<file path="src/rtl/tga_pkg.sv">
// ----------------------------------------------------------------------------
// tga_pkg
// Shared widths, register map, configuration and result types, and the
// command/status bundles between the decoder controller and its datapath.
// ----------------------------------------------------------------------------
package tga_pkg;

   // Field widths
   localparam int BYTE_W     = 8;
   localparam int COORD_W    = 16;
   localparam int BPP_W      = 3;
   localparam int COUNT_W    = 8;
   localparam int LANE_W     = 2;
   localparam int PIX_W      = 4 * BYTE_W;
   localparam int PROD_W     = 2 * COORD_W;
   localparam int SUM_W      = COORD_W + 1;
   localparam int DIV_CNT_W  = $clog2(SUM_W);
   localparam int CSR_ADDR_W = 5;
   localparam int CSR_DATA_W = 32;
   localparam int CSR_IDX_W  = 3;

   // Pixel format constants
   localparam logic [BPP_W-1:0]  BPP_BGR       = 3'd3;
   localparam logic [LANE_W-1:0] LAST_LANE_BGR  = 2'd2;
   localparam logic [LANE_W-1:0] LAST_LANE_BGRA = 2'd3;
   localparam logic [BYTE_W-1:0] ALPHA_OPAQUE  = 8'hff;
   localparam int                RUN_FLAG_BIT  = 7;

   // Register reset values
   localparam logic [COORD_W-1:0] RST_IMAGE_WIDTH     = 16'd1;
   localparam logic [COORD_W-1:0] RST_IMAGE_HEIGHT    = 16'd1;
   localparam logic [BPP_W-1:0]   RST_BYTES_PER_PIXEL = 3'd4;

   // Register indexes (byte address = 4 * index)
   typedef enum logic [CSR_IDX_W-1:0] {
      REG_IMAGE_WIDTH     = 3'd0,
      REG_IMAGE_HEIGHT    = 3'd1,
      REG_BYTES_PER_PIXEL = 3'd2,
      REG_COMPRESSED      = 3'd3,
      REG_TOP_LEFT_ORIGIN = 3'd4
   } csr_index_type;

   typedef struct packed {
      logic [COORD_W-1:0] image_width;
      logic [COORD_W-1:0] image_height;
      logic [BPP_W-1:0]   bytes_per_pixel;
      logic               compressed;
      logic               top_left_origin;
   } cfg_type;

   typedef struct packed {
      logic [COORD_W-1:0] dest_col;
      logic [COORD_W-1:0] dest_row;
      logic [BYTE_W-1:0]  red;
      logic [BYTE_W-1:0]  green;
      logic [BYTE_W-1:0]  blue;
      logic [BYTE_W-1:0]  alpha;
      logic [COUNT_W-1:0] repeat_count;
      logic               image_done;
   } rsp_data_type;

   typedef enum logic [2:0] {
      ST_IDLE,
      ST_NORM,
      ST_PROC,
      ST_MULT,
      ST_CLIP,
      ST_ADV,
      ST_ADV_DIV,
      ST_EMIT
   } state_type;

   // Controller to datapath
   typedef struct packed {
      logic load_byte;
      logic norm_start;
      logic norm_commit;
      logic set_finished;
      logic proc;
      logic mult;
      logic clip;
      logic adv_start;
      logic adv_commit;
      logic emit;
   } cmd_type;

   // Datapath to controller
   typedef struct packed {
      logic finished;
      logic col_ge_w;
      logic row_ge_h;
      logic norm_over;
      logic hdr_phase;
      logic pixel_last;
      logic run_multi;
      logic sum_lt_w;
      logic div_busy;
      logic div_done;
   } stat_type;

endpackage

</file>
<file path="src/rtl/tga_req_if.sv">
// ----------------------------------------------------------------------------
// tga_req_if
// Byte stream channel: one image-data byte per transaction.
// ----------------------------------------------------------------------------
interface tga_req_if import tga_pkg::*; ();
   logic              valid;
   logic              ready;
   logic [BYTE_W-1:0] data_byte;

   modport source (output valid, output data_byte, input ready);
   modport sink   (input valid, input data_byte, output ready);
endinterface

</file>
<file path="src/rtl/tga_rsp_if.sv">
// ----------------------------------------------------------------------------
// tga_rsp_if
// Result channel: one decoded pixel or run per transaction.
// ----------------------------------------------------------------------------
interface tga_rsp_if import tga_pkg::*; ();
   logic               valid;
   logic               ready;
   logic [COORD_W-1:0] dest_col;
   logic [COORD_W-1:0] dest_row;
   logic [BYTE_W-1:0]  red;
   logic [BYTE_W-1:0]  green;
   logic [BYTE_W-1:0]  blue;
   logic [BYTE_W-1:0]  alpha;
   logic [COUNT_W-1:0] repeat_count;
   logic               image_done;

   modport source (
      output valid, output dest_col, output dest_row, output red, output green,
      output blue, output alpha, output repeat_count, output image_done,
      input ready
   );
   modport sink (
      input valid, input dest_col, input dest_row, input red, input green,
      input blue, input alpha, input repeat_count, input image_done,
      output ready
   );
endinterface

</file>
<file path="src/rtl/tga_divider.sv">
// ----------------------------------------------------------------------------
// tga_divider
// Restoring divider, one quotient bit per cycle. Splits a linear offset
// within the image into whole rows and the column left over.
// ----------------------------------------------------------------------------
module tga_divider import tga_pkg::*; (
   input  logic               clock,
   input  logic               reset,
   input  logic               start,
   input  logic [SUM_W-1:0]   dividend,
   input  logic [COORD_W-1:0] divisor,
   output logic               busy,
   output logic               done,
   output logic [SUM_W-1:0]   quotient,
   output logic [COORD_W-1:0] remainder
);

   localparam logic [DIV_CNT_W-1:0] LAST_STEP = DIV_CNT_W'(SUM_W - 1);

   logic                 busy_ff, busy_in;
   logic                 done_ff, done_in;
   logic [DIV_CNT_W-1:0] cnt_ff, cnt_in;
   logic [SUM_W-1:0]     quo_ff, quo_in;
   logic [COORD_W-1:0]   rem_ff, rem_in;
   logic [COORD_W-1:0]   dvs_ff, dvs_in;
   logic [SUM_W-1:0]     trial;
   logic [SUM_W-1:0]     diff;
   logic                 fits;

   // Shift in the next dividend bit and try a subtract
   always_comb begin
      trial   = {rem_ff, quo_ff[SUM_W-1]};
      diff    = trial - {1'b0, dvs_ff};
      fits    = trial >= {1'b0, dvs_ff};
      busy_in = busy_ff;
      done_in = 1'b0;
      cnt_in  = cnt_ff;
      quo_in  = quo_ff;
      rem_in  = rem_ff;
      dvs_in  = dvs_ff;
      if (start) begin
         busy_in = 1'b1;
         cnt_in  = '0;
         quo_in  = dividend;
         rem_in  = '0;
         dvs_in  = divisor;
      end else if (busy_ff) begin
         quo_in = {quo_ff[SUM_W-2:0], fits};
         rem_in = fits ? diff[COORD_W-1:0] : trial[COORD_W-1:0];
         cnt_in = cnt_ff + DIV_CNT_W'(1);
         if (cnt_ff == LAST_STEP) begin
            busy_in = 1'b0;
            done_in = 1'b1;
         end
      end
   end

   // Control flags
   always_ff @(posedge clock) begin
      if (reset) begin
         busy_ff <= 1'b0;
         done_ff <= 1'b0;
         cnt_ff  <= '0;
      end else begin
         busy_ff <= busy_in;
         done_ff <= done_in;
         cnt_ff  <= cnt_in;
      end
   end

   // Working registers
   always_ff @(posedge clock) begin
      quo_ff <= quo_in;
      rem_ff <= rem_in;
      dvs_ff <= dvs_in;
   end

   assign busy      = busy_ff;
   assign done      = done_ff;
   assign quotient  = quo_ff;
   assign remainder = rem_ff;

endmodule

</file>
<file path="src/rtl/tga_datapath.sv">
// ----------------------------------------------------------------------------
// tga_datapath
// Packet state, pixel assembly, image position, run clipping and the result
// register. Acts on commands from the controller and reports status back.
// ----------------------------------------------------------------------------
module tga_datapath import tga_pkg::*; (
   input  logic              clock,
   input  logic              reset,
   input  cfg_type           cfg,
   input  cmd_type           cmd,
   input  logic [BYTE_W-1:0] req_byte,
   output stat_type          stat,
   output rsp_data_type      rsp_data
);

   logic                 expect_header_ff, expect_header_in;
   logic                 packet_is_run_ff, packet_is_run_in;
   logic [COUNT_W-1:0]   packet_left_ff, packet_left_in;
   logic [LANE_W-1:0]    byte_index_ff, byte_index_in;
   logic [PIX_W-1:0]     pixel_bytes_ff, pixel_bytes_in;
   logic [COORD_W-1:0]   col_ff, col_in;
   logic [COORD_W-1:0]   row_ff, row_in;
   logic                 finished_ff, finished_in;
   logic [BYTE_W-1:0]    byte_ff, byte_in;
   logic [COUNT_W-1:0]   count_ff, count_in;
   logic [PROD_W-1:0]    prod_ff, prod_in;
   logic [COORD_W-1:0]   new_col_ff, new_col_in;
   logic [SUM_W-1:0]     new_row_ff, new_row_in;
   rsp_data_type         out_ff, out_in;

   logic [COORD_W-1:0]   w_eff;
   logic [COORD_W-1:0]   h_eff;
   logic                 bpp_is_bgr;
   logic [LANE_W-1:0]    last_lane;
   logic [SUM_W-1:0]     row_plus;
   logic [SUM_W-1:0]     adv_sum;
   logic [COUNT_W-1:0]   left_dec;
   logic [COORD_W-1:0]   rows_left;
   logic [PROD_W-1:0]    remain;
   logic                 new_done;
   logic                 div_start;
   logic [SUM_W-1:0]     div_dividend;
   logic                 div_busy;
   logic                 div_done;
   logic [SUM_W-1:0]     div_quo;
   logic [COORD_W-1:0]   div_rem;

   // Geometry and format as used: zero width or height counts as one
   assign w_eff      = (cfg.image_width == '0) ? COORD_W'(1) : cfg.image_width;
   assign h_eff      = (cfg.image_height == '0) ? COORD_W'(1) : cfg.image_height;
   assign bpp_is_bgr = (cfg.bytes_per_pixel == BPP_BGR);
   assign last_lane  = bpp_is_bgr ? LAST_LANE_BGR : LAST_LANE_BGRA;

   assign row_plus  = {1'b0, row_ff} + div_quo;
   assign adv_sum   = {1'b0, col_ff} + SUM_W'(count_ff);
   assign rows_left = h_eff - row_ff;
   assign remain    = prod_ff - PROD_W'(col_ff);
   assign new_done  = (new_row_ff >= {1'b0, h_eff});
   assign left_dec  = (packet_left_ff == '0) ? '0 : packet_left_ff - COUNT_W'(1);

   // Status towards the controller
   always_comb begin
      stat.finished   = finished_ff;
      stat.col_ge_w   = (col_ff >= w_eff);
      stat.row_ge_h   = (row_ff >= h_eff);
      stat.norm_over  = (row_plus >= {1'b0, h_eff});
      stat.hdr_phase  = cfg.compressed & expect_header_ff;
      stat.pixel_last = (byte_index_ff >= last_lane);
      stat.run_multi  = cfg.compressed & packet_is_run_ff & (packet_left_ff > COUNT_W'(1));
      stat.sum_lt_w   = (adv_sum < {1'b0, w_eff});
      stat.div_busy   = div_busy;
      stat.div_done   = div_done;
   end

   // Shared divider: re-derive the position, or advance it past a pixel or run
   assign div_start    = cmd.norm_start | (cmd.adv_start & ~stat.sum_lt_w);
   assign div_dividend = cmd.norm_start ? {1'b0, col_ff} : adv_sum;

   tga_divider u_divider (
      .clock     (clock),
      .reset     (reset),
      .start     (div_start),
      .dividend  (div_dividend),
      .divisor   (w_eff),
      .busy      (div_busy),
      .done      (div_done),
      .quotient  (div_quo),
      .remainder (div_rem)
   );

   // Next values
   always_comb begin
      expect_header_in = expect_header_ff;
      packet_is_run_in = packet_is_run_ff;
      packet_left_in   = packet_left_ff;
      byte_index_in    = byte_index_ff;
      pixel_bytes_in   = pixel_bytes_ff;
      col_in           = col_ff;
      row_in           = row_ff;
      finished_in      = finished_ff;
      byte_in          = byte_ff;
      count_in         = count_ff;
      prod_in          = prod_ff;
      new_col_in       = new_col_ff;
      new_row_in       = new_row_ff;
      out_in           = out_ff;

      if (cmd.load_byte) begin
         byte_in = req_byte;
      end

      if (cmd.set_finished) begin
         finished_in = 1'b1;
      end

      // Commit the re-derived position, or finish if it lies past the end
      if (cmd.norm_commit) begin
         if (stat.norm_over) begin
            finished_in = 1'b1;
         end else begin
            row_in = row_plus[COORD_W-1:0];
            col_in = div_rem;
         end
      end

      // Take a packet header, or place a pixel byte in its lane
      if (cmd.proc) begin
         if (stat.hdr_phase) begin
            packet_is_run_in = byte_ff[RUN_FLAG_BIT];
            packet_left_in   = {1'b0, byte_ff[RUN_FLAG_BIT-1:0]} + COUNT_W'(1);
            expect_header_in = 1'b0;
            byte_index_in    = '0;
         end else begin
            pixel_bytes_in[{byte_index_ff, 3'b000} +: BYTE_W] = byte_ff;
            if (!stat.pixel_last) begin
               byte_index_in = byte_index_ff + LANE_W'(1);
            end else begin
               byte_index_in = '0;
               count_in      = COUNT_W'(1);
               if (cfg.compressed) begin
                  if (packet_is_run_ff) begin
                     count_in         = (packet_left_ff == '0) ? COUNT_W'(1) : packet_left_ff;
                     packet_left_in   = '0;
                     expect_header_in = 1'b1;
                  end else begin
                     packet_left_in = left_dec;
                     if (left_dec == '0) begin
                        expect_header_in = 1'b1;
                     end
                  end
               end
            end
         end
      end

      // Pixels from here to the end of the image, in two steps
      if (cmd.mult) begin
         prod_in = PROD_W'(rows_left) * PROD_W'(w_eff);
      end
      if (cmd.clip) begin
         if (PROD_W'(count_ff) > remain) begin
            count_in = remain[COUNT_W-1:0];
         end
      end

      // Advance the position past this result
      if (cmd.adv_start && stat.sum_lt_w) begin
         new_col_in = adv_sum[COORD_W-1:0];
         new_row_in = {1'b0, row_ff};
      end
      if (cmd.adv_commit) begin
         new_col_in = div_rem;
         new_row_in = row_plus;
      end

      // Load the result register and move to the next position
      if (cmd.emit) begin
         out_in.dest_col     = col_ff;
         out_in.dest_row     = cfg.top_left_origin ? row_ff
                                                   : (h_eff - COORD_W'(1) - row_ff);
         out_in.red          = pixel_bytes_ff[2*BYTE_W +: BYTE_W];
         out_in.green        = pixel_bytes_ff[BYTE_W +: BYTE_W];
         out_in.blue         = pixel_bytes_ff[0 +: BYTE_W];
         out_in.alpha        = bpp_is_bgr ? ALPHA_OPAQUE : pixel_bytes_ff[3*BYTE_W +: BYTE_W];
         out_in.repeat_count = count_ff;
         out_in.image_done   = new_done;
         col_in              = new_col_ff;
         row_in              = new_row_ff[COORD_W-1:0];
         if (new_done) begin
            finished_in = 1'b1;
         end
      end
   end

   // Decoder state
   always_ff @(posedge clock) begin
      if (reset) begin
         expect_header_ff <= 1'b1;
         packet_is_run_ff <= 1'b0;
         packet_left_ff   <= '0;
         byte_index_ff    <= '0;
         pixel_bytes_ff   <= '0;
         col_ff           <= '0;
         row_ff           <= '0;
         finished_ff      <= 1'b0;
      end else begin
         expect_header_ff <= expect_header_in;
         packet_is_run_ff <= packet_is_run_in;
         packet_left_ff   <= packet_left_in;
         byte_index_ff    <= byte_index_in;
         pixel_bytes_ff   <= pixel_bytes_in;
         col_ff           <= col_in;
         row_ff           <= row_in;
         finished_ff      <= finished_in;
      end
   end

   // Working and result registers
   always_ff @(posedge clock) begin
      byte_ff    <= byte_in;
      count_ff   <= count_in;
      prod_ff    <= prod_in;
      new_col_ff <= new_col_in;
      new_row_ff <= new_row_in;
      out_ff     <= out_in;
   end

   assign rsp_data = out_ff;

endmodule

</file>
<file path="src/rtl/tga_ctrl.sv">
// ----------------------------------------------------------------------------
// tga_ctrl
// Sequencer for the decoder: accepts bytes, steps the datapath through
// header, pixel, clip, position re-derive and position-advance phases, and owns the result valid.
// ----------------------------------------------------------------------------
module tga_ctrl import tga_pkg::*; (
   input  logic     clock,
   input  logic     reset,
   input  logic     req_valid,
   output logic     req_ready,
   output logic     rsp_valid,
   input  logic     rsp_ready,
   input  stat_type stat,
   output cmd_type  cmd
);

   state_type state_ff, state_in;
   logic      rsp_valid_ff, rsp_valid_in;

   // State and result valid
   always_ff @(posedge clock) begin
      if (reset) begin
         state_ff     <= ST_IDLE;
         rsp_valid_ff <= 1'b0;
      end else begin
         state_ff     <= state_in;
         rsp_valid_ff <= rsp_valid_in;
      end
   end

   // Next state and commands
   always_comb begin
      state_in     = state_ff;
      cmd          = '0;
      req_ready    = 1'b0;
      rsp_valid_in = rsp_valid_ff & ~rsp_ready;
      case (state_ff)
         ST_IDLE: begin
            req_ready = 1'b1;
            if (req_valid) begin
               cmd.load_byte = 1'b1;
               if (stat.finished) begin
                  state_in = ST_IDLE;
               end else if (stat.col_ge_w) begin
                  cmd.norm_start = 1'b1;
                  state_in       = ST_NORM;
               end else if (stat.row_ge_h) begin
                  cmd.set_finished = 1'b1;
               end else begin
                  state_in = ST_PROC;
               end
            end
         end
         ST_NORM: begin
            if (stat.div_done) begin
               cmd.norm_commit = 1'b1;
               state_in        = stat.norm_over ? ST_IDLE : ST_PROC;
            end
         end
         ST_PROC: begin
            cmd.proc = 1'b1;
            if (stat.hdr_phase || !stat.pixel_last) begin
               state_in = ST_IDLE;
            end else if (stat.run_multi) begin
               state_in = ST_MULT;
            end else begin
               state_in = ST_ADV;
            end
         end
         ST_MULT: begin
            cmd.mult = 1'b1;
            state_in = ST_CLIP;
         end
         ST_CLIP: begin
            cmd.clip = 1'b1;
            state_in = ST_ADV;
         end
         ST_ADV: begin
            cmd.adv_start = 1'b1;
            state_in      = stat.sum_lt_w ? ST_EMIT : ST_ADV_DIV;
         end
         ST_ADV_DIV: begin
            if (stat.div_done) begin
               cmd.adv_commit = 1'b1;
               state_in       = ST_EMIT;
            end
         end
         ST_EMIT: begin
            // Hold until the result register is free
            if (!rsp_valid_ff || rsp_ready) begin
               cmd.emit     = 1'b1;
               rsp_valid_in = 1'b1;
               state_in     = ST_IDLE;
            end
         end
         default: begin
            state_in = ST_IDLE;
         end
      endcase
   end

   assign rsp_valid = rsp_valid_ff;

   // The divider is running or reporting whenever the sequencer waits on it
   a_div_active: assert property (@(posedge clock) disable iff (reset)
      (state_ff == ST_NORM || state_ff == ST_ADV_DIV) |-> (stat.div_busy || stat.div_done))
      else $error("sequencer waits on an idle divider");

   // A finished image never leaves the sequencer mid-item
   a_no_work_when_done: assert property (@(posedge clock) disable iff (reset)
      (state_ff != ST_IDLE) |-> !stat.finished)
      else $error("item in progress after image completion");

   // A new result appears only out of the emit phase
   a_result_source: assert property (@(posedge clock) disable iff (reset)
      $rose(rsp_valid_ff) |-> ($past(state_ff) == ST_EMIT))
      else $error("result valid raised outside emit phase");

endmodule

</file>
<file path="src/rtl/tga_pixel_stream_decoder.sv">
// Flow: an accepted byte is loaded in IDLE and handled in PROC; a pixel-completing byte then
//   passes MULT and CLIP for a multi-pixel run, ADV, ADV_DIV (one divider pass) when the run
//   or pixel crosses a row end, and EMIT, which holds while the previous result still waits.
// The next byte is accepted only back in IDLE; a column past a narrowed width first takes a
//   divider pass in NORM.
// Reset: synchronous; state and register-port flops return to their reset values, the decoder to image start.
// ----------------------------------------------------------------------------
// tga_pixel_stream_decoder
// Run-length and raw TGA image-data decoder for 24- and 32-bit pixels, with
// an APB-style register port for geometry and format.
// ----------------------------------------------------------------------------
module tga_pixel_stream_decoder import tga_pkg::*; (
   input  logic                  clock,
   input  logic                  reset,
   tga_req_if.sink               req_chan,
   tga_rsp_if.source             rsp_chan,
   input  logic                  csr_psel,
   input  logic                  csr_penable,
   input  logic                  csr_pwrite,
   input  logic [CSR_ADDR_W-1:0] csr_paddr,
   input  logic [CSR_DATA_W-1:0] csr_pwdata,
   output logic [CSR_DATA_W-1:0] csr_prdata,
   output logic                  csr_pready
);

   cfg_type       cfg_ff, cfg_in;
   csr_index_type csr_idx;
   logic          csr_write;
   cmd_type       cmd;
   stat_type      stat;
   rsp_data_type  rsp_data;

   // Register port decode
   assign csr_idx    = csr_index_type'(csr_paddr[CSR_ADDR_W-1:2]);
   assign csr_write  = csr_psel & csr_penable & csr_pwrite;
   assign csr_pready = 1'b1;

   // Register writes
   always_comb begin
      cfg_in = cfg_ff;
      if (csr_write) begin
         case (csr_idx)
            REG_IMAGE_WIDTH:     cfg_in.image_width     = csr_pwdata[COORD_W-1:0];
            REG_IMAGE_HEIGHT:    cfg_in.image_height    = csr_pwdata[COORD_W-1:0];
            REG_BYTES_PER_PIXEL: cfg_in.bytes_per_pixel = csr_pwdata[BPP_W-1:0];
            REG_COMPRESSED:      cfg_in.compressed      = csr_pwdata[0];
            REG_TOP_LEFT_ORIGIN: cfg_in.top_left_origin = csr_pwdata[0];
            default:             cfg_in = cfg_ff;
         endcase
      end
   end

   always_ff @(posedge clock) begin
      if (reset) begin
         cfg_ff.image_width     <= RST_IMAGE_WIDTH;
         cfg_ff.image_height    <= RST_IMAGE_HEIGHT;
         cfg_ff.bytes_per_pixel <= RST_BYTES_PER_PIXEL;
         cfg_ff.compressed      <= 1'b0;
         cfg_ff.top_left_origin <= 1'b0;
      end else begin
         cfg_ff <= cfg_in;
      end
   end

   // Register reads
   always_comb begin
      case (csr_idx)
         REG_IMAGE_WIDTH:     csr_prdata = CSR_DATA_W'(cfg_ff.image_width);
         REG_IMAGE_HEIGHT:    csr_prdata = CSR_DATA_W'(cfg_ff.image_height);
         REG_BYTES_PER_PIXEL: csr_prdata = CSR_DATA_W'(cfg_ff.bytes_per_pixel);
         REG_COMPRESSED:      csr_prdata = CSR_DATA_W'(cfg_ff.compressed);
         REG_TOP_LEFT_ORIGIN: csr_prdata = CSR_DATA_W'(cfg_ff.top_left_origin);
         default:             csr_prdata = '0;
      endcase
   end

   tga_ctrl u_ctrl (
      .clock     (clock),
      .reset     (reset),
      .req_valid (req_chan.valid),
      .req_ready (req_chan.ready),
      .rsp_valid (rsp_chan.valid),
      .rsp_ready (rsp_chan.ready),
      .stat      (stat),
      .cmd       (cmd)
   );

   tga_datapath u_datapath (
      .clock    (clock),
      .reset    (reset),
      .cfg      (cfg_ff),
      .cmd      (cmd),
      .req_byte (req_chan.data_byte),
      .stat     (stat),
      .rsp_data (rsp_data)
   );

   // Result payload
   assign rsp_chan.dest_col     = rsp_data.dest_col;
   assign rsp_chan.dest_row     = rsp_data.dest_row;
   assign rsp_chan.red          = rsp_data.red;
   assign rsp_chan.green        = rsp_data.green;
   assign rsp_chan.blue         = rsp_data.blue;
   assign rsp_chan.alpha        = rsp_data.alpha;
   assign rsp_chan.repeat_count = rsp_data.repeat_count;
   assign rsp_chan.image_done   = rsp_data.image_done;

endmodule

</file>
<file path="src/flat_wrapper.sv">
// flat-port wrapper written by rule: the top's interface ports become plain ports
module tga_pixel_stream_decoder_flat import tga_pkg::*;
  (clock, reset, csr_psel, csr_penable, csr_pwrite, csr_paddr, csr_pwdata, csr_prdata, csr_pready, req_chan_valid, req_chan_data_byte, req_chan_ready, rsp_chan_valid, rsp_chan_dest_col, rsp_chan_dest_row, rsp_chan_red, rsp_chan_green, rsp_chan_blue, rsp_chan_alpha, rsp_chan_repeat_count, rsp_chan_image_done, rsp_chan_ready);
  tga_req_if req_chan_i ();
  tga_rsp_if rsp_chan_i ();
  input  logic clock;
  input  logic reset;
  input  logic csr_psel;
  input  logic csr_penable;
  input  logic csr_pwrite;
  input  logic [CSR_ADDR_W-1:0] csr_paddr;
  input  logic [CSR_DATA_W-1:0] csr_pwdata;
  output logic [CSR_DATA_W-1:0] csr_prdata;
  output logic csr_pready;
  input wire logic [$bits(req_chan_i.valid)-1:0] req_chan_valid;
  input wire logic [$bits(req_chan_i.data_byte)-1:0] req_chan_data_byte;
  output wire logic [$bits(req_chan_i.ready)-1:0] req_chan_ready;
  output wire logic [$bits(rsp_chan_i.valid)-1:0] rsp_chan_valid;
  output wire logic [$bits(rsp_chan_i.dest_col)-1:0] rsp_chan_dest_col;
  output wire logic [$bits(rsp_chan_i.dest_row)-1:0] rsp_chan_dest_row;
  output wire logic [$bits(rsp_chan_i.red)-1:0] rsp_chan_red;
  output wire logic [$bits(rsp_chan_i.green)-1:0] rsp_chan_green;
  output wire logic [$bits(rsp_chan_i.blue)-1:0] rsp_chan_blue;
  output wire logic [$bits(rsp_chan_i.alpha)-1:0] rsp_chan_alpha;
  output wire logic [$bits(rsp_chan_i.repeat_count)-1:0] rsp_chan_repeat_count;
  output wire logic [$bits(rsp_chan_i.image_done)-1:0] rsp_chan_image_done;
  input wire logic [$bits(rsp_chan_i.ready)-1:0] rsp_chan_ready;
  assign req_chan_i.valid = req_chan_valid;
  assign req_chan_i.data_byte = req_chan_data_byte;
  assign req_chan_ready = req_chan_i.ready;
  assign rsp_chan_valid = rsp_chan_i.valid;
  assign rsp_chan_dest_col = rsp_chan_i.dest_col;
  assign rsp_chan_dest_row = rsp_chan_i.dest_row;
  assign rsp_chan_red = rsp_chan_i.red;
  assign rsp_chan_green = rsp_chan_i.green;
  assign rsp_chan_blue = rsp_chan_i.blue;
  assign rsp_chan_alpha = rsp_chan_i.alpha;
  assign rsp_chan_repeat_count = rsp_chan_i.repeat_count;
  assign rsp_chan_image_done = rsp_chan_i.image_done;
  assign rsp_chan_i.ready = rsp_chan_ready;
  tga_pixel_stream_decoder u_core (.clock(clock), .reset(reset), .req_chan(req_chan_i), .rsp_chan(rsp_chan_i), .csr_psel(csr_psel), .csr_penable(csr_penable), .csr_pwrite(csr_pwrite), .csr_paddr(csr_paddr), .csr_pwdata(csr_pwdata), .csr_prdata(csr_prdata), .csr_pready(csr_pready));
endmodule
</file>
<file path="config.mk">
export PLATFORM = sky130hd
export DESIGN_NAME = tga_pixel_stream_decoder_flat
export DESIGN_NICKNAME = d
export VERILOG_FILES = /design/src/rtl/tga_pkg.sv /design/src/rtl/tga_req_if.sv /design/src/rtl/tga_rsp_if.sv /design/src/rtl/tga_divider.sv /design/src/rtl/tga_datapath.sv /design/src/rtl/tga_ctrl.sv /design/src/rtl/tga_pixel_stream_decoder.sv /design/src/flat_wrapper.sv
export SDC_FILE = /design/constraint.sdc
export NUM_CORES = 1
export LEC_CHECK = 0
export ABC_AREA = 1
export BUFFER_PORTS_ARGS = -buffer_cell sky130_fd_sc_hd__buf_2
export CAP_MARGIN = 15
export CORE_ASPECT_RATIO = 0.75
export CORE_UTILIZATION = 57
export CTS_BUF_LIST = sky130_fd_sc_hd__clkbuf_4 sky130_fd_sc_hd__clkbuf_8 sky130_fd_sc_hd__clkbuf_16
export CTS_CLUSTER_DIAMETER = 80
export CTS_CLUSTER_SIZE = 28
export DETAILED_ROUTE_END_ITERATION = 7
export PLACE_DENSITY = 0.75
export SLEW_MARGIN = 5
export SYNTH_ARGS = -nofsm -noshare
export SYNTH_HDL_FRONTEND = slang
export SYNTH_SLANG_ARGS = --single-unit
</file>
<file path="constraint.sdc">
create_clock -name clock -period 6.68 [get_ports clock]
set_input_delay 1.336 -clock clock [delete_from_list [all_inputs] [get_ports clock]]
set_output_delay 1.336 -clock clock [all_outputs]
set_load 0.05 [all_outputs]
</file>
# Word level (Yosys, flattened, before mapping)
# Index checks and enable logic that the tools add are counted.
totals:
  regBits: 328
op_classes:
  add_sub_neg: 12
  n_mul: 1
  n_lt_le_gt_ge: 9
  n_eq_ne: 19
  shift: 2
  muxes: 82
  bitwise: 12
  n_reduce_logical: 30
ops:
  columns: ["op", "count"]
  rows:
  - ["16-bit two-way mux", 12]
  - ["8-bit two-way mux", 13]
  - ["17-bit two-way mux", 5]
  - ["16-bit case mux with 5 select lines", 1]
  - ["17-bit by 16-bit greater-or-equal comparator with 1-bit output", 3]
  - ["16-bit subtractor", 3]
  - ["1-bit two-way mux", 35]
  - ["32-bit bitwise mux", 1]
  - ["16-bit greater-or-equal comparator", 2]
  - ["8-bit by 32-bit > comparator with 1-bit output", 1]
  - ["16-bit zero test", 2]
  - ["16-bit by 16-bit multiplier with 32-bit output", 1]
  - ["8-bit by 7-bit variable shift with 32-bit output (first input constant)", 1]
  - ["8-bit by 7-bit indexed part select with 32-bit output", 1]
  - ["32-bit by 16-bit subtractor with 32-bit output", 1]
  - ["3-bit two-way mux", 9]
  - ["3-bit case mux with 8 select lines", 1]
  - ["16-bit by 17-bit adder with 17-bit output", 1]
  - ["16-bit by 8-bit adder with 17-bit output", 1]
  - ["17-bit by 16-bit < comparator with 1-bit output", 1]
  - ["8-bit zero test", 2]
  - ["2-bit AND reduction", 8]
  - ["16-bit by 1-bit subtractor with 16-bit output (second input constant)", 1]
  - ["3-bit by 2-bit == test with 1-bit output (second input constant)", 5]
  - ["other kinds (28)", 56]

# Longest topological paths before layout
# Gate-level depths: netlist of the first run.
logic_depth:
  ltp_word: 13
  mapped_depth: 40
  ltp_nobuf: 40

# Cells and area by module
# From an unflattened synthesis of the first run, not the netlist that was laid out.
unflattened:
  hier_cells: 3912
  area_unflattened_um2: 29615.9
by_module_without_submodules:
  columns: ["mod", "instances", "cells_each", "area_per_inst_um2"]
  rows:
  - ["tga_datapath", 1, 3079, 23771.5]
  - ["tga_divider", 1, 450, 3369.5]
  - ["tga_pixel_stream_decoder", 1, 310, 2048.2]
  - ["tga_ctrl", 1, 73, 426.7]

# Worst setup path after synthesis of the first run
# Ideal clock, no wire load.
synth_path:
  path_type: "register to register"
  start: "register u_core.cfg_ff[10] in the netlist's numbering"
  end: "register u_core.u_datapath.prod_ff[28] (data pin)"
  setup_time_ns: 0.262
  arrival_ns: 7.084
  t_required_ns: 6.418
  slack_ns: -0.667
  path_stages_with_launch: 34
  n_path_buf: 0
  synth_period_minus_slack_ns: 7.347
  cell_sequence: "dfxtp_1 -> inv_1 -> nand4_1 -> nor2_1 -> a21oi_1 -> ha_1 -> inv_1 -> fa_1 -> inv_1 -> nor2_1 -> nor2_1 -> o21ai_1 -> xor2_1 -> nand2_1 -> fa_1 -> inv_1 -> fa_1 -> fa_1 -> fa_1 -> fa_1 -> inv_1 -> fa_1 -> inv_1 -> ha_1 -> nand2_1 -> nor3_1 -> nand4_1 -> nand3_1 -> nand3_1 -> nand2_1 -> nand2_1 -> nand2_1 -> a21oi_1 -> xor2_1"
synth_via:
  elab_chain_len: 4
synth_rtl:
  columns: ["item", "line_no", "text"]
  rows:
  - ["from (decl)", "tga_pixel_stream_decoder.sv:26", "cfg_type cfg_ff, cfg_in;"]
  - ["from (signal assigned)", "tga_pixel_stream_decoder.sv:61", "cfg_ff <= cfg_in;"]
  - ["16-bit zero test", "tga_datapath.sv:50", "assign h_eff = (cfg.image_height == '0) ? COORD_W'(1) : cfg.image_height;"]
  - ["16-bit two-way mux *", "tga_datapath.sv:50", null]
  - ["16-bit subtractor *", "tga_datapath.sv:56", "assign rows_left = h_eff - row_ff;"]
  - ["16-bit by 16-bit multiplier with 32-bit output *", "tga_datapath.sv:158", "prod_in = PROD_W'(rows_left) * PROD_W'(w_eff);"]
  - ["to (signal assigned)", "tga_datapath.sv:222", "prod_ff <= prod_in;"]
  - ["to (decl)", "tga_datapath.sv:26", "logic [PROD_W-1:0] prod_ff, prod_in;"]
# Mark *: on every way between the ends. The rest lies on a longest branch, timed or not.
# A chain may end at the register's enable or synchronous reset.

# Worst setup path in the final report of the first run
layout_path:
  start: "register u_core.cfg_ff[18] in the netlist's numbering"
  end: "register u_core.u_datapath.prod_ff[26] (data pin)"
# Same word-level chain as after synthesis.

==> flow_summary_export.csv, run 1 <==
group,metric,value,unit
power_and_ir_drop,switching_power,2.25,mW
power_and_ir_drop,vdd_drop_max,0.000141,V
synthesis,yosysMostFrequentCell,"nand2_1",
sta,tns,-10300,ps
power_and_ir_drop,p_comb_share,34.5,%
synthesis,synthCells,3676,
power_and_ir_drop,internal_power,3.68,mW
setup_path,crit-reg2reg-launch,"u_core.cfg_ff[18]$_SDFFE_PP0P_",
synthesis,synth_area_leaders,"edfxtp_1 (19%), fa_1 (14%), ha_1 (11%), dfxtp_1 (10%), nand2_1 (9.7%)",
synthesis,synthDistinctLibCells,64,
placed_design,place_area,32000,µm²
clock_network,cts_root_buf,"clkbuf_16",
grt,grt_max_degree,69,
setup_path,path_class,"reg2reg",
placed_design,dp_slack,-725,ps
floorplanning,core,49300,µm²
grt,grt.total_usage,34.3,%
sta,worst_pin_slew,1060,ps
clock_network,cts_sinks,328,
sta,finalMaxSlewViolations,0,
setup_path,startpoint_type,"flip-flop",
min_path,min-delay-start,"u_core.u_datapath.pixel_bytes_ff[20]$_SDFFE_PP0P_",
floorplanning,die_h,197,µm
grt,grt_pass1_wl,137000,µm
sta,fin_crit,7380,ps
synthesis,synth_enable_flop_cells,179,
clock_network,clockBufferDepth,3,
power_and_ir_drop,power_leakage,16.3,nW
setup_path,crit_arrival,7690,ps
route,ant_nets,0,
layout,diodes,0,
power_and_ir_drop,p_sw_share,37.9,%
min_path,hold_depth,0,
placed_design,place_hpwl,68700,µm
route,drtPass1Iterations,8,
grt,antenna_found_initial,1,
clock_network,cts_made_buffers,20,
layout,final_area,33500,µm²
sta,setup_ws,-701,ps
sta,finalSetupViolations,21,
sta,rsz0062_at_grt,"true",
route,wl_per_cell,19.0,µm
route,drt_iter0_markers,3070,
synthesis,syn_area,28800,µm²
sta,hold_ws,443,ps
setup_path,rrSetupSlack,-700,ps
setup_path,critPathMaxStageDelay,540,ps
setup_path,reg2reg_to,"u_core.u_datapath.prod_ff[26]$_DFFE_PP_",
power_and_ir_drop,pwr-share-seq,40.6,%
sta,fmax,135,MHz
grt,grt_overflow,0,
route,totalWireLength,88600,µm
setup_path,cp.required,6980,ps
grt,grt_pass1_vias,24800,
placed_design,port_buffers,124,
synthesis,yosysSeqAreaShare,29.0,%
layout,fin_util,68.0,%
synthesis,async_reset_ff_share,0,%
route,vias,26200,
power_and_ir_drop,power.density,177,nW/µm²
outcome,status,"finished, violations left",
floorplanning,rows,70,
setup_path,critPathMaxFanout,5,
min_path,hold_class,"reg2reg",
synthesis,syn-mean-instance-area,7.84,µm²
synthesis,synth_seq_cells,328,
layout,syn_to_final_growth,16.3,%
floorplanning,die_area,51500,µm²
route,route.detailed.drc,0,
floorplanning,fp.dieW,262,µm
flow_run,cap_violations,0,
clock_network,clk_pin_slew,100,ps
sta,finalClockSkew,34.8,ps
clock_network,htreeDepth,1,
clock_network,cts_tree,"built",
route,avgViaCountPerCell,5.63,
power_and_ir_drop,pwr-share-clk,25.0,%
setup_path,crit_slowest_cell,"fa_2",
sta,fin_crit_sh,110,%
layout,fin_nets,4508,
floorplanning,ioPinCount,160,
placed_design,place_congestion,0.986,
synthesis,synth.top_cell.area_share,18.6,%
min_path,min_to,"u_core.u_datapath.rsp_data[37]$_DFFE_PP_",
setup_path,end_kind,"flip-flop",
synthesis,synth_ff_type,"edfxtp_1",
synthesis,synth_top_area_cell,"edfxtp_1",
layout,drive_gt1_share,18.3,%
floorplanning,initial_core_util,58.5,%
setup_path,critPathLaunch,"u_core.cfg_ff[18]$_SDFFE_PP0P_",
synthesis,synth_commonest_cells,"nand2_1 (747), inv_1 (624), nor2_1 (334)",
clock_network,clkLatencyLatePin,560,ps
synthesis,synth_warnings,0,
sta,finalHoldViolCount,0,
setup_path,reg2regPathDepth,37,
sta,slew_headroom,29.3,%
outcome,violations,"negative setup slack",
==> worst max-delay path, delay by kind of cell, from the launching register on <==
kind                     cells  cell delay, ps
flip-flops                   1             350
buffers and inverters       11            1010
XOR/XNOR                     2             270
AO/OA/AOI/OAI                5             750
AND/OR/NAND/NOR             10             910
adder cells (fa/ha/maj)      9            3830
==> cell families (layout without fill, tap and decap cells) <==
group	after synthesis	in the layout	synth area share (%)
AO/OA/AOI/OAI	533	533	10.1
XOR/XNOR	88	88	2.70
adder cells (fa/ha/maj)	460	460	25.1
buffers and inverters	787	1106	10.7
flip-flops	328	328	29.0
multiplexers	1	1	0.0391
other	2	17	0.0261
AND/OR/NAND/NOR	1477	1477	22.3
==> power by group through the flow <==
stage | combinational [mW] | sequential [mW] | clock [mW]
5_1_grt | 2.25 | 2.42 | 1.55
6_report | 2.04 | 2.41 | 1.48
3_5_place_dp | 1.88 | 2.45 | 0
3_3_place_gp | 1.85 | 2.44 | 0
4_1_cts | 1.94 | 2.40 | 1.48
2_1_floorplan | 1.26 | 2.43 | 0
==> area by class of cell <==
| type | count | area, µm² |
|---|---|---|
| fill | 4069 | 15800 |
| clock inverter | 10 | 169 |
| inverter | 642 | 2440 |
| clock buffer | 26 | 576 |
| sequential | 328 | 8370 |
| timing repair buffer | 428 | 2970 |
| multi-input combinational | 2576 | 18200 |
| tap | 648 | 811 |
==> timing repair <==
action,in CTS,in global routing
endpoints found under the setup margin,22,24
pin swaps,51,53
buffers inserted,20,17
hold buffers,0,0
resized for setup,78,71
==> worst max path at each step <==
| stage | endpoint | slack [ps] | cells after the start |
|---|---|---|---|
| finish | u_core.u_datapath.prod_ff[26]$_DFFE_PP_ | -700 | 37 |
| global route | u_core.u_datapath.prod_ff[28]$_DFFE_PP_ | -980 | 38 |
| CTS | u_core.u_datapath.prod_ff[28]$_DFFE_PP_ | -580 | 38 |
| detailed placement | u_core.u_datapath.prod_ff[28]$_DFFE_PP_ | -730 | 38 |
| global placement | u_core.u_datapath.prod_ff[28]$_DFFE_PP_ | -640 | 36 |
| floorplan | u_core.u_datapath.prod_ff[28]$_DFFE_PP_ | -90 | 37 |
==> per-layer routing <==
layer	routed length (µm)	global-route usage, %	share of wire, %
met5	8	0	0.0090
met4	2700	9.32	3.1
met3	10300	6.53	12
met2	37600	51.7	42
met1	38000	50.0	43
==> state kept, by name, indices dropped and copies added (netlist names), 8 cells and up <==
signal and cells:
u_core.u_datapath.pixel_bytes_ff 32, u_core.u_datapath.prod_ff 32, u_core.u_datapath.row_ff 16, u_core.u_datapath.byte_ff 8
u_core.u_datapath.u_divider.quotient 17, u_core.u_datapath.u_divider.remainder 16, u_core.u_datapath.count_ff 8, u_core.u_datapath.new_row_ff 17
u_core.u_datapath.new_col_ff 16, u_core.u_datapath.rsp_data 73, u_core.cfg_ff 37, u_core.u_datapath.packet_left_ff 8
u_core.u_datapath.col_ff 16, u_core.u_datapath.u_divider.dvs_ff 16
==> metrics by stage <==
step | power [mW] | instances
6_report | 5.93 | 4658
3_5_place_dp | 4.32 | 4586
4_1_cts | 5.83 | 4641
3_3_place_gp | 4.29 | 4586
5_1_grt | 6.22 | 4658
2_1_floorplan | 3.68 | 3691
==> layout by cell type (no fill, tap or decap), types with 11 or more instances in the layout <==
cell / Yosys / layout
nand2_1: 747 / 721
inv_1: 624 / 582
nor2_1: 334 / 317
buf_4: 21 / 291
ha_1: 261 / 245
a21oi_1: 262 / 241
nand3_1: 198 / 192
fa_1: 199 / 184
edfxtp_1: 179 / 179
o21ai_0: 175 / 162
dfxtp_1: 149 / 140
buf_2: 10 / 124
xor2_1: 66 / 62
nand4_1: 53 / 53
inv_2: 11 / 47
nand2_2: 23 / 39
nor3_1: 30 / 28
nor2_2: 12 / 25
a21oi_2: 10 / 24
xnor2_1: 21 / 21
clkbuf_16: 0 / 21
or3_1: 17 / 17
conb_1: 2 / 17
o22ai_1: 16 / 16
fa_2: 0 / 15
ha_4: 0 / 14
nand3_2: 7 / 12
nor4_1: 13 / 11
o21ai_2: 3 / 11
o211ai_1: 11 / 11
buf_6: 5 / 11
No activity file was read; power rests on OpenSTA's default activity.
==> run 2: changes to the inputs <==
--- a/config.mk
+++ b/config.mk
@@ -18,4 +18,5 @@
 export SLEW_MARGIN = 5
 export SYNTH_ARGS = -nofsm -noshare
 export SYNTH_HDL_FRONTEND = slang
+export SYNTH_HIERARCHICAL = 1
 export SYNTH_SLANG_ARGS = --single-unit
==> flow_summary_export.csv, run 2 <==
group,metric,value,unit
outcome,status,"finished, violations left",
outcome,violations,"negative setup slack",
setup_path,critPathMaxFanout,4,
clock_network,cts_sinks,328,
grt,antenna_found_initial,1,
setup_path,path_class,"reg2reg",
sta,finalHoldViolCount,0,
clock_network,clk_pin_slew,110,ps
clock_network,clkLatencyLatePin,580,ps
grt,grt_max_degree,87,
route,avgViaCountPerCell,5.47,
floorplanning,die_h,199,µm
setup_path,crit_arrival,7650,ps
sta,slew_headroom,27.2,%
setup_path,end_kind,"flip-flop",
setup_path,reg2reg_to,"u_core/u_datapath/prod_ff[28]$_DFFE_PP_",
placed_design,place_congestion,0.997,
setup_path,startpoint_type,"flip-flop",
setup_path,critPathMaxStageDelay,530,ps
sta,fin_crit,7330,ps
layout,drive_gt1_share,18.1,%
layout,syn_to_final_growth,16.3,%
synthesis,syn-mean-instance-area,7.57,µm²
grt,grtUsageMet2,50.9,%
clock_network,cts_root_buf,"clkbuf_16",
clock_network,cts_tree,"built",
placed_design,port_buffers,124,
grt,grt_overflow,0,
route,drt_iter0_markers,2820,
layout,layout_commonest_cell,"nand2_1",
layout,multiInputGateArea,18900,µm²
route,route.detailed.drc,0,
floorplanning,rows,71,
placed_design,placedCellCount,4870,
power_and_ir_drop,vdd_drop_max,0.000155,V
clock_network,htreeDepth,1,
clock_network,clockBufferDepth,3,
clock_network,cts_made_buffers,19,
sta,finalSetupViolations,20,
setup_path,crit-reg2reg-launch,"u_core/cfg_ff[15]$_SDFFE_PP0P_",
route,totalWireLength,88100,µm
floorplanning,ioPinCount,160,
min_path,hold_depth,0,
min_path,hold_class,"reg2reg",
setup_path,cp.required,6990,ps
route,drtPass1Iterations,6,
placed_design,dp_slack,-676,ps
grt,grt_pass1_vias,25400,
flow_run,cap_violations,0,
synthesis,synthCells,3911,
grt,grt-busiest-layer,"met2",
sta,hold_ws,442,ps
synthesis,syn_area,29600,µm²
sta,setup_ws,-651,ps
layout,largest_register_ffs,73,
placed_design,place_hpwl,68700,µm
sta,rsz0062_at_grt,"true",
power_and_ir_drop,power_leakage,17.0,nW
layout,seq_area,8370,µm²
setup_path,crit_slowest_cell,"fa_1",
synthesis,synth_warnings,6,
power_and_ir_drop,power.density,188,nW/µm²
setup_path,reg2regPathDepth,36,
layout,fin_nets,4748,
grt,grt_pass1_wl,137000,µm
grt,use_met1,47.2,%
floorplanning,fp.dieW,265,µm
min_path,min_to,"u_core/u_datapath/rsp_data[22]$_DFFE_PP_",
sta,fin_crit_sh,110,%
route,vias,27100,
route,wl_per_cell,17.8,µm
sta,finalClockSkew,30.3,ps
setup_path,rrSetupSlack,-650,ps
sta,worst_pin_slew,1090,ps
grt,grt.total_usage,33.3,%
min_path,min-delay-start,"u_core/u_datapath/pixel_bytes_ff[5]$_SDFFE_PP0P_",
layout,fillers,4212,
grt,gr-usage-met3,8.53,%
floorplanning,core,50700,µm²
floorplanning,die_area,52900,µm²
layout,fin_cells,4945,
route,ant_nets,0,
layout,layout_common_cells,"nand2_1 (962), inv_1 (611), nor2_1 (358)",
sta,fmax,136,MHz
floorplanning,initial_core_util,58.4,%
sta,finalMaxSlewViolations,0,
## run 2: per-layer routing
layer  up-vias  routed length (µm)
met5         -                   0
met4         0                2060
met3       153               10100
met2      1231               37700
met1     12700               38200
li1      13000                   -
## run 2: report_power, final
group / internal (mW) / switching (mW)
Clock: 0.591 / 0.785
Sequential: 2.32 / 0.153
Combinational: 0.937 / 1.68
## run 2: how the worst max path moves through the flow
stage	startpoint	endpoint	slack (ps)	depth (start not counted)
3_3_place_gp	u_core/cfg_ff[12]$_SDFFE_PP0P_	u_core/u_datapath/prod_ff[28]$_DFFE_PP_	-530	35
6_report	u_core/cfg_ff[15]$_SDFFE_PP0P_	u_core/u_datapath/prod_ff[28]$_DFFE_PP_	-650	36
2_1_floorplan	u_core/cfg_ff[17]$_SDFFE_PP0P_	u_core/u_datapath/prod_ff[22]$_DFFE_PP_	-30	33
4_1_cts	u_core/cfg_ff[15]$_SDFFE_PP0P_	u_core/u_datapath/prod_ff[28]$_DFFE_PP_	-480	36
5_1_grt	u_core/cfg_ff[15]$_SDFFE_PP0P_	u_core/u_datapath/prod_ff[28]$_DFFE_PP_	-940	36
3_5_place_dp	u_core/cfg_ff[12]$_SDFFE_PP0P_	u_core/u_datapath/prod_ff[22]$_DFFE_PP_	-680	32
## run 2: worst max-delay path: cells and delay by family (launching register included)
kind                     cells  cell delay, ps
XOR/XNOR                     1              80
adder cells (fa/ha/maj)      9            3890
buffers and inverters        9             590
AO/OA/AOI/OAI                7            1170
flip-flops                   1             350
AND/OR/NAND/NOR             10             990
## run 2: final cells by class
cell class	count	area share [%]
well taps	693	2.52
repair buffers	434	8.81
multi-input cells	2775	55.0
inverters	680	7.50
diodes	1	0.00727
clock inverters	11	0.429
clock buffers	23	1.47
flip-flops and latches	328	24.3
## run 2: what timing repair did
item | 4_1_cts | 5_1_grt
endpoints found under the setup margin | 21 | 22
pin swaps | 30 | 92
buffers inserted | 23 | 22
endpoints found under the hold margin | 0 | 0
gates resized for setup | 80 | 122
hold buffers | 0 | 0
## run 2: per-stage QoR
stage / util [%] / setup TNS [ps] / power (mW) / cell area, µm²
after detailed placement: 64.5 / -9070 / 4.89 / 32700
after global routing: 67.9 / -14680 / 6.81 / 34400
after floorplan: - / -32.6 / 4.13 / 29900
after global placement: 64.5 / -7570 / 4.86 / 32700
final: 67.9 / -9170 / 6.46 / 34400
after CTS: 66.7 / -6890 / 6.32 / 33800
